### src/sv/mfbp_pkg.sv
// shared types and constants for the midi file byte parser
`default_nettype none
package mfbp_pkg;

  typedef enum logic [3:0] {
    PH_HID, PH_HLEN, PH_HFMT, PH_HREST, PH_TID, PH_TLEN, PH_DELTA, PH_STATUS,
    PH_DATA1, PH_DATA2, PH_MTYPE, PH_MLEN, PH_SLEN, PH_PAYLOAD, PH_DONE
  } phase_e;

  localparam logic [2:0] EV_HEADER  = 3'd0;
  localparam logic [2:0] EV_TSTART  = 3'd1;
  localparam logic [2:0] EV_CHAN    = 3'd2;
  localparam logic [2:0] EV_META    = 3'd3;
  localparam logic [2:0] EV_SYSEX   = 3'd4;
  localparam logic [2:0] EV_PAYLOAD = 3'd5;
  localparam logic [2:0] EV_TEND    = 3'd6;
  localparam logic [2:0] EV_ERROR   = 3'd7;

  localparam logic [3:0] ERR_NONE    = 4'd0;
  localparam logic [3:0] ERR_MTHD    = 4'd1;
  localparam logic [3:0] ERR_HLEN    = 4'd2;
  localparam logic [3:0] ERR_FORMAT  = 4'd3;
  localparam logic [3:0] ERR_MTRK    = 4'd4;
  localparam logic [3:0] ERR_SYSEX   = 4'd5;
  localparam logic [3:0] ERR_STATUS  = 4'd6;
  localparam logic [3:0] ERR_RUNNING = 4'd7;
  localparam logic [3:0] ERR_OVERRUN = 4'd8;

  localparam logic [31:0] ID_HEADER = 32'h4D546864;
  localparam logic [31:0] ID_TRACK  = 32'h4D54726B;
  localparam logic [7:0] ST_META    = 8'hFF;
  localparam logic [7:0] ST_SYSEX   = 8'hF0;
  localparam logic [7:0] ST_ESCAPE  = 8'hF7;

  typedef struct packed {
    logic [2:0]  kind;
    logic [31:0] tick;
    logic [7:0]  status;
    logic [7:0]  d1;
    logic [7:0]  d2;
    logic [31:0] len;
    logic        fmt;
    logic [15:0] tracks;
    logic [15:0] division;
    logic        plast;
    logic [3:0]  err;
    logic        last;
  } result_t;

  // one data byte for program change and channel pressure
  function automatic logic one_data(input logic [7:0] st);
    return (st[6:4] == 3'd4) || (st[6:4] == 3'd5);
  endfunction

endpackage
`default_nettype wire

### src/sv/mfbp_core.sv
// parser state and per-byte decode, producing up to two results
`default_nettype none
module mfbp_core (
  input  wire logic             clk_i,
  input  wire logic             rst_ni,
  input  wire logic             take_i,
  input  wire logic [7:0]       byte_i,
  output mfbp_pkg::result_t     r0_o,
  output mfbp_pkg::result_t     r1_o,
  output logic [1:0]            nres_o
);
  import mfbp_pkg::*;

  phase_e      phase_q, phase_d;
  logic [31:0] shift_q, shift_d;
  logic [2:0]  cnt_q, cnt_d;
  logic [31:0] clen_q, clen_d, seen_q, seen_d, tick_q, tick_d;
  logic [7:0]  run_q, run_d, cur_q, cur_d, held_q, held_d;
  logic [27:0] prem_q, prem_d;
  logic [15:0] trk_q, trk_d;
  logic        err_q, err_d;

  logic [31:0] fx, vl, seen_inc;
  logic [2:0]  cnt_inc;
  logic        vdone, in_chunk, errs;
  result_t     r0, r1;
  logic [1:0]  n;

  always_comb begin
    fx = {shift_q[23:0], byte_i};
    vl = {4'd0, shift_q[20:0], byte_i[6:0]};
    vdone = !byte_i[7];
    cnt_inc = cnt_q + 3'd1;
    in_chunk = phase_q >= PH_DELTA && phase_q <= PH_PAYLOAD;
    seen_inc = seen_q + 32'd1;
  end

  always_comb begin
    phase_d = phase_q; shift_d = shift_q; cnt_d = cnt_q; clen_d = clen_q;
    seen_d = in_chunk ? seen_inc : seen_q;
    tick_d = tick_q; run_d = run_q; cur_d = cur_q; held_d = held_q;
    prem_d = prem_q; trk_d = trk_q; err_d = err_q; errs = 1'b0;
    r0 = '0; r1 = '0; n = 2'd0;
    if (take_i && !err_q) begin
      unique case (phase_q)
        PH_HID, PH_TID, PH_HLEN, PH_HFMT, PH_HREST, PH_TLEN: begin
          shift_d = fx; cnt_d = cnt_inc;
          if (cnt_inc >= ((phase_q == PH_HFMT) ? 3'd2 : 3'd4)) begin
            shift_d = '0; cnt_d = '0;
            unique case (phase_q)
              PH_HID: if (fx != ID_HEADER) begin
                r0.kind = EV_ERROR; r0.tick = tick_q; r0.err = ERR_MTHD; n = 2'd1;
                errs = 1'b1;
              end else phase_d = PH_HLEN;
              PH_TID: if (fx != ID_TRACK) begin
                r0.kind = EV_ERROR; r0.tick = tick_q; r0.err = ERR_MTRK; n = 2'd1;
                errs = 1'b1;
              end else phase_d = PH_TLEN;
              PH_HLEN: if (fx != 32'd6) begin
                r0.kind = EV_ERROR; r0.tick = tick_q; r0.err = ERR_HLEN; n = 2'd1;
                errs = 1'b1;
              end else phase_d = PH_HFMT;
              PH_HFMT: if (fx[15:0] > 16'd1) begin
                r0.kind = EV_ERROR; r0.tick = tick_q; r0.err = ERR_FORMAT; n = 2'd1;
                errs = 1'b1;
              end else begin
                held_d = {7'd0, fx[0]}; phase_d = PH_HREST;
              end
              PH_HREST: begin
                trk_d = fx[31:16];
                r0.kind = EV_HEADER; r0.fmt = held_q[0];
                r0.tracks = fx[31:16]; r0.division = fx[15:0]; n = 2'd1;
                held_d = '0;
                phase_d = (fx[31:16] != '0) ? PH_TID : PH_DONE;
              end
              default: begin
                clen_d = fx; seen_d = '0; tick_d = '0; run_d = '0;
                r0.kind = EV_TSTART; r0.len = fx; n = 2'd1;
                phase_d = PH_DELTA;
                if (fx == '0) begin
                  r1.kind = EV_TEND; n = 2'd2;
                  trk_d = trk_q - 16'd1;
                  phase_d = (trk_q != 16'd1) ? PH_TID : PH_DONE;
                end
              end
            endcase
          end
        end
        PH_DELTA: begin
          shift_d = vl;
          if (vdone) begin
            tick_d = tick_q + vl; shift_d = '0; phase_d = PH_STATUS;
          end
        end
        PH_STATUS: begin
          if (byte_i[7]) begin
            if (byte_i == ST_META) begin
              cur_d = byte_i; run_d = '0; phase_d = PH_MTYPE;
            end else if (byte_i == ST_SYSEX || byte_i == ST_ESCAPE) begin
              cur_d = byte_i; run_d = '0; phase_d = PH_SLEN;
            end else if (byte_i >= 8'hF0) begin
              r0.kind = EV_ERROR; r0.tick = tick_q; r0.err = ERR_STATUS; n = 2'd1;
              errs = 1'b1;
            end else begin
              cur_d = byte_i; run_d = byte_i; phase_d = PH_DATA1;
            end
          end else if (run_q == '0) begin
            r0.kind = EV_ERROR; r0.tick = tick_q; r0.err = ERR_RUNNING; n = 2'd1;
            errs = 1'b1;
          end else begin
            cur_d = run_q;
            if (one_data(run_q)) begin
              r0.kind = EV_CHAN; r0.tick = tick_q; r0.status = run_q; r0.d1 = byte_i;
              n = 2'd1; phase_d = PH_DELTA;
            end else begin
              held_d = byte_i; phase_d = PH_DATA2;
            end
          end
        end
        PH_DATA1: begin
          if (one_data(cur_q)) begin
            r0.kind = EV_CHAN; r0.tick = tick_q; r0.status = cur_q; r0.d1 = byte_i;
            n = 2'd1; phase_d = PH_DELTA;
          end else begin
            held_d = byte_i; phase_d = PH_DATA2;
          end
        end
        PH_DATA2: begin
          r0.kind = EV_CHAN; r0.tick = tick_q; r0.status = cur_q; r0.d1 = held_q;
          r0.d2 = byte_i; n = 2'd1; phase_d = PH_DELTA;
        end
        PH_MTYPE: begin
          held_d = byte_i; shift_d = '0; phase_d = PH_MLEN;
        end
        PH_MLEN, PH_SLEN: begin
          shift_d = vl;
          if (vdone) begin
            prem_d = vl[27:0]; shift_d = '0; n = 2'd1;
            r0.tick = tick_q; r0.len = vl;
            if (phase_q == PH_MLEN) begin
              r0.kind = EV_META; r0.status = ST_META; r0.d1 = held_q;
              phase_d = (vl != '0) ? PH_PAYLOAD : PH_DELTA;
            end else begin
              r0.kind = EV_SYSEX; r0.status = cur_q;
              if (vl != '0) phase_d = PH_PAYLOAD;
              else if (cur_q == ST_SYSEX) begin
                r1.kind = EV_ERROR; r1.tick = tick_q; r1.err = ERR_SYSEX; n = 2'd2;
                errs = 1'b1;
              end else phase_d = PH_DELTA;
            end
          end
        end
        PH_PAYLOAD: begin
          prem_d = prem_q - 28'd1;
          r0.kind = EV_PAYLOAD; r0.tick = tick_q; r0.status = cur_q; r0.d1 = byte_i;
          r0.plast = (prem_q == 28'd1); n = 2'd1;
          if (prem_q == 28'd1) begin
            if (cur_q == ST_SYSEX && byte_i != ST_ESCAPE) begin
              r1.kind = EV_ERROR; r1.tick = tick_q; r1.err = ERR_SYSEX; n = 2'd2;
              errs = 1'b1;
            end else phase_d = PH_DELTA;
          end
        end
        default: ;
      endcase
      // chunk byte count used up
      if (in_chunk && !errs && seen_inc == clen_q) begin
        if (n == 2'd0) begin
          r0.tick = tick_d;
          if (phase_d == PH_DELTA) r0.kind = EV_TEND;
          else begin
            r0.kind = EV_ERROR; r0.err = ERR_OVERRUN; errs = 1'b1;
          end
          n = 2'd1;
        end else begin
          r1.tick = tick_d;
          if (phase_d == PH_DELTA) r1.kind = EV_TEND;
          else begin
            r1.kind = EV_ERROR; r1.err = ERR_OVERRUN; errs = 1'b1;
          end
          n = 2'd2;
        end
        if (phase_d == PH_DELTA) begin
          trk_d = trk_q - 16'd1;
          phase_d = (trk_q != 16'd1) ? PH_TID : PH_DONE;
          shift_d = '0; cnt_d = '0;
        end
      end
      if (errs) err_d = 1'b1;
      r0.last = (n == 2'd1);
      r1.last = 1'b1;
    end else begin
      seen_d = seen_q;
    end
  end

  always_ff @(posedge clk_i or negedge rst_ni) begin
    if (!rst_ni) begin
      phase_q <= PH_HID; shift_q <= '0; cnt_q <= '0; clen_q <= '0; seen_q <= '0;
      tick_q <= '0; run_q <= '0; cur_q <= '0; held_q <= '0; prem_q <= '0;
      trk_q <= '0; err_q <= 1'b0;
    end else begin
      phase_q <= phase_d; shift_q <= shift_d; cnt_q <= cnt_d; clen_q <= clen_d;
      seen_q <= seen_d; tick_q <= tick_d; run_q <= run_d; cur_q <= cur_d;
      held_q <= held_d; prem_q <= prem_d; trk_q <= trk_d; err_q <= err_d;
    end
  end

  assign r0_o = r0;
  assign r1_o = r1;
  assign nres_o = n;
endmodule
`default_nettype wire

### src/sv/mfbp_outq.sv
// two-entry result register with push of up to two results and pop of one
`default_nettype none
module mfbp_outq (
  input  wire logic              clk_i,
  input  wire logic              rst_ni,
  input  wire mfbp_pkg::result_t r0_i,
  input  wire mfbp_pkg::result_t r1_i,
  input  wire logic [1:0]        push_i,
  input  wire logic              pop_i,
  output mfbp_pkg::result_t      head_o,
  output logic [1:0]             count_o
);
  import mfbp_pkg::*;

  result_t    e_q [2];
  result_t    e_d [2];
  logic [1:0] cnt_q, cnt_d, base;

  always_comb begin
    e_d[0] = e_q[0]; e_d[1] = e_q[1];
    base = cnt_q;
    if (pop_i) begin
      e_d[0] = e_q[1];
      base = cnt_q - 2'd1;
    end
    if (push_i != 2'd0) begin
      if (base == 2'd0) begin
        e_d[0] = r0_i; e_d[1] = r1_i;
      end else e_d[1] = r0_i;
    end
    cnt_d = base + push_i;
  end

  always_ff @(posedge clk_i or negedge rst_ni) begin
    if (!rst_ni) cnt_q <= '0;
    else cnt_q <= cnt_d;
  end

  always_ff @(posedge clk_i) begin
    e_q[0] <= e_d[0];
    e_q[1] <= e_d[1];
  end

  assign head_o = e_q[0];
  assign count_o = cnt_q;
endmodule
`default_nettype wire

### src/sv/midi_file_byte_parser.sv
// Standard MIDI File byte parser: one file byte per transfer, decoded combinationally
// into at most two results held in a two-entry output register. A byte is
// taken every cycle while the output register has room for two results; it stalls
// only when results are waiting downstream. After an error every byte is taken
// and dropped until reset.
`default_nettype none
module midi_file_byte_parser (
  input  wire logic        clk_i,
  input  wire logic        rst_ni,
  input  wire logic        file_byte_valid_i,
  output logic             file_byte_stall_o,
  input  wire logic [7:0]  file_byte_i,
  output logic             result_valid_o,
  input  wire logic        result_stall_i,
  output logic [2:0]       event_kind_o,
  output logic [31:0]      abs_tick_o,
  output logic [7:0]       status_byte_o,
  output logic [7:0]       first_data_o,
  output logic [7:0]       second_data_o,
  output logic [31:0]      length_value_o,
  output logic             file_format_o,
  output logic [15:0]      track_count_o,
  output logic [15:0]      division_o,
  output logic             payload_last_o,
  output logic [3:0]       error_code_o,
  output logic             last_o
);
  import mfbp_pkg::*;

  result_t    r0, r1, head;
  logic [1:0] nres, cnt;
  logic       take, pop;

  assign pop  = result_valid_o && !result_stall_i;
  // room for two after this cycle's pop
  assign file_byte_stall_o = (cnt == 2'd2) || (cnt == 2'd1 && !pop);
  assign take = file_byte_valid_i && !file_byte_stall_o;

  mfbp_core u_core (
    .clk_i, .rst_ni, .take_i(take), .byte_i(file_byte_i),
    .r0_o(r0), .r1_o(r1), .nres_o(nres)
  );

  mfbp_outq u_outq (
    .clk_i, .rst_ni, .r0_i(r0), .r1_i(r1), .push_i(nres), .pop_i(pop),
    .head_o(head), .count_o(cnt)
  );

  assign result_valid_o = cnt != 2'd0;
  assign event_kind_o   = head.kind;
  assign abs_tick_o     = head.tick;
  assign status_byte_o  = head.status;
  assign first_data_o   = head.d1;
  assign second_data_o  = head.d2;
  assign length_value_o = head.len;
  assign file_format_o  = head.fmt;
  assign track_count_o  = head.tracks;
  assign division_o     = head.division;
  assign payload_last_o = head.plast;
  assign error_code_o   = head.err;
  assign last_o         = head.last;
endmodule
`default_nettype wire

### config.mk
export PLATFORM = sky130hd
export DESIGN_NAME = midi_file_byte_parser
export DESIGN_NICKNAME = d
export VERILOG_FILES = /design/src/sv/mfbp_pkg.sv /design/src/sv/mfbp_core.sv /design/src/sv/mfbp_outq.sv /design/src/sv/midi_file_byte_parser.sv
export SDC_FILE = /design/constraint.sdc
export NUM_CORES = 1
export LEC_CHECK = 0
export CORE_MARGIN = 4
export CORE_UTILIZATION = 25
export CTS_CLUSTER_SIZE = 10
export DETAILED_ROUTE_END_ITERATION = 7
export DONT_BUFFER_PORTS = 1
export HOLD_SLACK_MARGIN = 0.05
export PLACE_DENSITY_LB_ADDON = 0.08
export SLEW_MARGIN = 20
export SYNTH_ARGS = -nofsm -noshare
export SYNTH_HDL_FRONTEND = slang
export SYNTH_SLANG_ARGS = --single-unit
### constraint.sdc
create_clock -name clk_i -period 9.9 [get_ports clk_i]
set_input_delay 0 -clock clk_i [delete_from_list [all_inputs] [get_ports clk_i]]
set_output_delay 0 -clock clk_i [all_outputs]
set_load 0.01 [all_outputs]
## Yosys cells after proc, flatten, opt, wreduce, memory -nomap -nowiden

Memories as Yosys holds them, arrays and structs flattened.
Index checks and enable logic that the tools add are counted.

- Memories: 1
- Bits in read-only memories: 0
- Flip-flop bits (word level): 206
- Input bits: 12
- Latch bits: 0
- Memory bits (writable): 260

Memory list:

| memory | depth | bits a word | rd ports | clocked after memory_dff | write ports | RTL line | RTL |
|---|---|---|---|---|---|---|---|
| u_outq.e_q | 2 | 130 | 2 | 0 | 2 | mfbp_outq.sv:15 | `result_t e_q [2];` |

- $add $sub $neg: 7
- Div/mod/pow operators: 0
- Multiplexer cells: 200
- Multiply operators: 0
- Bitwise operators: 1
- $lt $le $gt $ge: 5
- Equality and inequality tests: 45
- Shift operators: 0
- Reductions and logical operators: 40

Operators by type and width:

| cell | count |
|---|---|
| $mux W35 | 21 |
| $mux W130 | 4 |
| $mux W32 | 11 |
| $mux W260 | 1 |
| $pmux W35 S6 | 1 |
| $pmux W32 S2 | 3 |
| $mux W4 | 40 |
| $mux W8 | 19 |
| $pmux W32 S4 | 1 |
| $mux W16 | 7 |
| $mux W50 | 2 |
| $pmux W32 S3 | 1 |
| $mux W28 | 3 |
| $pmux W16 S5 | 1 |
| $mux W33 | 2 |
| $mux W65 | 1 |
| $ne A32 B31 Y1 const B | 2 |
| $pmux W28 S2 | 1 |
| $mux W51 | 1 |
| $mux W3 | 14 |
| $mux W2 | 20 |
| $add A32 B1 Y32 const B | 1 |
| $add A32 B28 Y32 | 1 |
| $eq A32 B32 Y1 | 1 |
| 63 further kinds | 139 |

## Depth between registers and ports, before layout

- Depth after elaboration: 18
- Gate-level depth with buffers: 17

## Modules after synthesis

From an unflattened synthesis, not the netlist that was laid out.

- Cell total of the unflattened synthesis: 2986
- Area, all modules: 28630.0 um^2

By module, submodules not included:

| module | cells each | seq. area each (um^2) | area an instance (um^2) | instances |
|---|---|---|---|---|
| mfbp_core | 2146 | 4904.7 | 16286.9 | 1 |
| mfbp_outq | 834 | 6556.3 | 12296.8 | 1 |
| midi_file_byte_parser | 6 | 0.0 | 46.3 | 1 |

## Worst setup path after synthesis

OpenSTA, ideal clock, no wires.

- Kind: reg-to-reg
- From: register u_core.phase_q[0] (netlist name)
- To: memory u_outq.e_q[0][130] (netlist bit), enable pin
- Data required time: 9.238 ns
- Path slack: 0.486 ns
- Path buffers: 1
- Cell stages (with the launch flop): 11
- Library setup time: 0.662 ns
- Arrival time: 8.752 ns
- Path through: dfrtp_1 > clkbuf_1 > inv_1 > and3_1 > ha_1 > nand2_1 > a21oi_1 > nand3_1 > nor4_1 > nor2_1 > a21oi_1

RTL lines:

| what | RTL line |
|---|---|
| to (decl) | mfbp_outq.sv:15 |

==> results.yml <==
status:
  status: "finished, final reports clean"
logic_synthesis:
  ys_ff_latch: 458
  synthArstFlopShare_pct: 43.23
  synthTopCellsByArea: "dfrtp_1 (19%), edfxtp_1 (15%), dfxtp_1 (9.8%), nand2_1 (6.5%), o21ai_0 (4.1%)"
  netlist-cell-type-count: 94
  ys_warn_count: 0
  synth_cells: 3005
  synthTopCellsByCount: "nand2_1 (458), o21ai_0 (219), nor2_1 (201)"
  yosysTopAreaCell: "dfrtp_1"
  synthFlopType: "dfrtp_1"
  ys_seq_area_share_pct: 43.33
  synthMostInstantiatedCell: "nand2_1"
  synth_fp_nets: 3058
  synth_edf_count: 130
  yosys.area.top_type_share_pct: 18.73
  syn_area_sq_um: 26450
  avgSynthCellArea_sq_um: 8.802
setup_path:
  cp_slowest_cell: "dfrtp_1"
  endpoint_kind: "flop"
  r2r_cells: 14
  crit_cells: 14
  critPathRequiredTime_ns: 10.27
  arrival_ns: 5.86
  r2r-start: "u_core.phase_q[0]"
  slowest_delay_ns: 0.89
  r2r-end: "u_outq.e_q[0][257]"
  crit_chain: "inv_1 > and3_1 > ha_1 > nand2_1 > a21oi_1 > nand3_1 > buf_4 > nand3_1 > or2_0 > nor4_2 > buf_4 > and3_1 > nor2_1 > o221ai_1"
  cp_max_fo: 24
  crit_end: "u_outq.e_q[0][257]"
  cp-startpoint: "u_core.phase_q[0]"
  path_class: "reg2reg"
  critical_path_buf_inv_count: 3
  critPathLaunchType: "flop"
  path_delay_family: "simple AND/OR/NAND/NOR gates"
  r2r_slack_ns: 4.41
layout:
  fin_cells: 4256
  syn2layout_area_growth_pct: 10.82
  drive_above_1_share_pct: 9.622
  design_area_sq_um: 29310
  layout.nets: 2860
  fillCellCount: 11270
sta:
  rsz0062_at_grt: "no"
  worstMarginPinSlew_ns: 1.094
  slew_violations: 0
  finClkSkew_ns: 0.03055
  setup_viol: 0
  tns_ns: 0
  finalHoldViolations: 0
  fin_crit_ns: 5.495
  clock.fmax_ghz: 0.1820
  whs_ns: 0.07864
  post-route-period-util_pct: 55.50
  relSlewSlack_pct: 26.37
die:
  fp.dieH_um: 333.3
  rows: 119
  design.die.area_sq_um: 111100
  die_w_um: 333.3
  initial_utilization_pct: 25.16
  core_area_sq_um: 105100
  io_pins: 144
global_route:
  grt_pass1_wl_um: 160200
  grt_pass1_vias: 21698
  overflow: 0
  grt_max_degree: 199
  grt_util_all_layers_pct: 19.20
  antenna_found_initial: 7
power_and_ir_drop:
  power_leakage_nw: 11.48
  vdd_drop_max_v: 0.0002254
  p_per_area_nw_per_um2: 278.6
detailed_routing:
  drtIter0Drc: 1868
  ant_nets: 0
  avgRoutedWirePerCell_um: 25.84
  vias: 22419
  vias_per_cell: 5.268
  wl_um: 110000
  drc_errors: 0
  first_pass_iters: 8
min_path:
  hp-class: "in2reg"
clock_tree:
  postCtsHoldBufs: 31
  clk_latency_ns: 0.67
  ctsResizeCount: 0
  clkSinkCount: 458
  clkTransAtPathRegs_ns: 0.06
  cts_setup_buffers: 0
  cts_buffers: 60
  cts_root_buf: "clkbuf_16"
  cts_tree: "built"
  h-tree-depth: 2
  clockBufferDepth: 3
place:
  place_congestion: 0.8862
  dp_hpwl_um: 71540
  placed_cell_area_sq_um: 26870
  place_inst: 4102
  portBuffers: 0
flow_run:
  maxCapViolCount: 0
layout by cell type (no fill, tap or decap), types with 29 or more instances in the layout:
master and n:
a31oi_1 38, dfxtp_1 130, buf_4 58, nor4_1 35, nand2_1 458, dfrtp_1 198
o21ai_1 39, and3_1 42, edfxtp_1 130, xor2_1 48, o21ai_0 219, nand4_1 50
nor2_1 197, mux2i_1 69, mux2_2 76, nor3_1 47, a21oi_1 194, xnor2_1 47
inv_1 60, nand3_1 81, ha_1 40, clkbuf_16 61, a22oi_1 62, o31ai_1 29
how the worst min path moves through the flow:
stage | startpoint | endpoint | slack (ns) | depth (start not counted)
2_1_floorplan | rst_ni | u_core.clen_q[0] | -0.30 | 0
3_3_place_gp | rst_ni | u_core.prem_q[21] | -0.26 | 0
3_5_place_dp | rst_ni | u_core.prem_q[21] | -0.26 | 0
4_1_cts | file_byte_i[7] | u_core.phase_q[2] | 0.06 | 6
5_1_grt | file_byte_i[6] | u_outq.e_q[0][3] | 0.12 | 5
6_report | result_stall_i | u_outq.e_q[0][127] | 0.08 | 4
stage by stage:
stage	total power (W)	util (%)	setup WS, ns
after floorplan	0.005196	-	0.4858
after global placement	0.005961	25.55	4.211
after detailed placement	0.005959	25.56	4.254
after CTS	0.008265	27.80	4.240
after global routing	0.008654	27.88	4.085
final	0.008165	27.88	4.405
cells by family after synthesis:
logic type / after synthesis / share of synthesized area [%]
adder cells (fa/ha/maj): 41 / 1.968
buffers and inverters: 415 / 8.051
AO/OA/AOI/OAI: 795 / 18.82
XOR/XNOR: 95 / 3.146
AND/OR/NAND/NOR: 1056 / 18.84
multiplexers: 145 / 5.847
flip-flops: 458 / 43.33
worst register-to-register path, cell delays in order, from the launching register on:
cell	delay, ns
dfrtp_1	0.89
inv_1	0.34
and3_1	0.28
ha_1	0.29
nand2_1	0.07
a21oi_1	0.52
nand3_1	0.14
buf_4	0.29
nand3_1	0.14
or2_0	0.60
nor4_2	0.14
buf_4	0.23
and3_1	0.21
nor2_1	0.80
o221ai_1	0.26
power breakdown:
part	total, W	internal, W	switching, W
clock	0.00220	0.00131	0.000888
sequential	0.00322	0.00249	0.000727
combinational	0.00275	0.000920	0.00183
total	0.00817	0.00472	0.00344
area by class of cell:
cell class / instances / area [sq um] / area share, %
multi-input cells: 2132 / 12980 / 44.29
flip-flops and latches: 458 / 11460 / 39.10
clock buffers: 99 / 1769 / 6.036
well taps: 1391 / 1740 / 5.938
repair buffers: 93 / 928.4 / 3.167
inverters: 62 / 232.7 / 0.7940
clock inverters: 14 / 180.2 / 0.6147
diodes: 7 / 17.52 / 0.05976
registers in the layout, indices dropped and copies added (netlist names):
signal / count
u_core.clen_q: 32
u_outq.count_o: 2
u_core.seen_q: 32
u_core.tick_q: 32
u_core.held_q: 8
u_core.err_q: 1
u_core.trk_q: 16
u_core.shift_q: 24
u_core.run_q: 8
u_core.cnt_q: 3
u_core.prem_q: 28
u_outq.e_q: 260
u_core.cur_q: 8
u_core.phase_q: 4
routing by layer:
metal / global-route usage [%] / vias to the layer above / part of all wire [%]
li1: - / 10363 / -
met1: 26.15 / 11227 / 45
met2: 31.10 / 673 / 46
met3: 3.550 / 154 / 5.8
met4: 5.629 / 2 / 2.9
met5: 0 / - / 0.012
(Power assumes the default switching activity.)
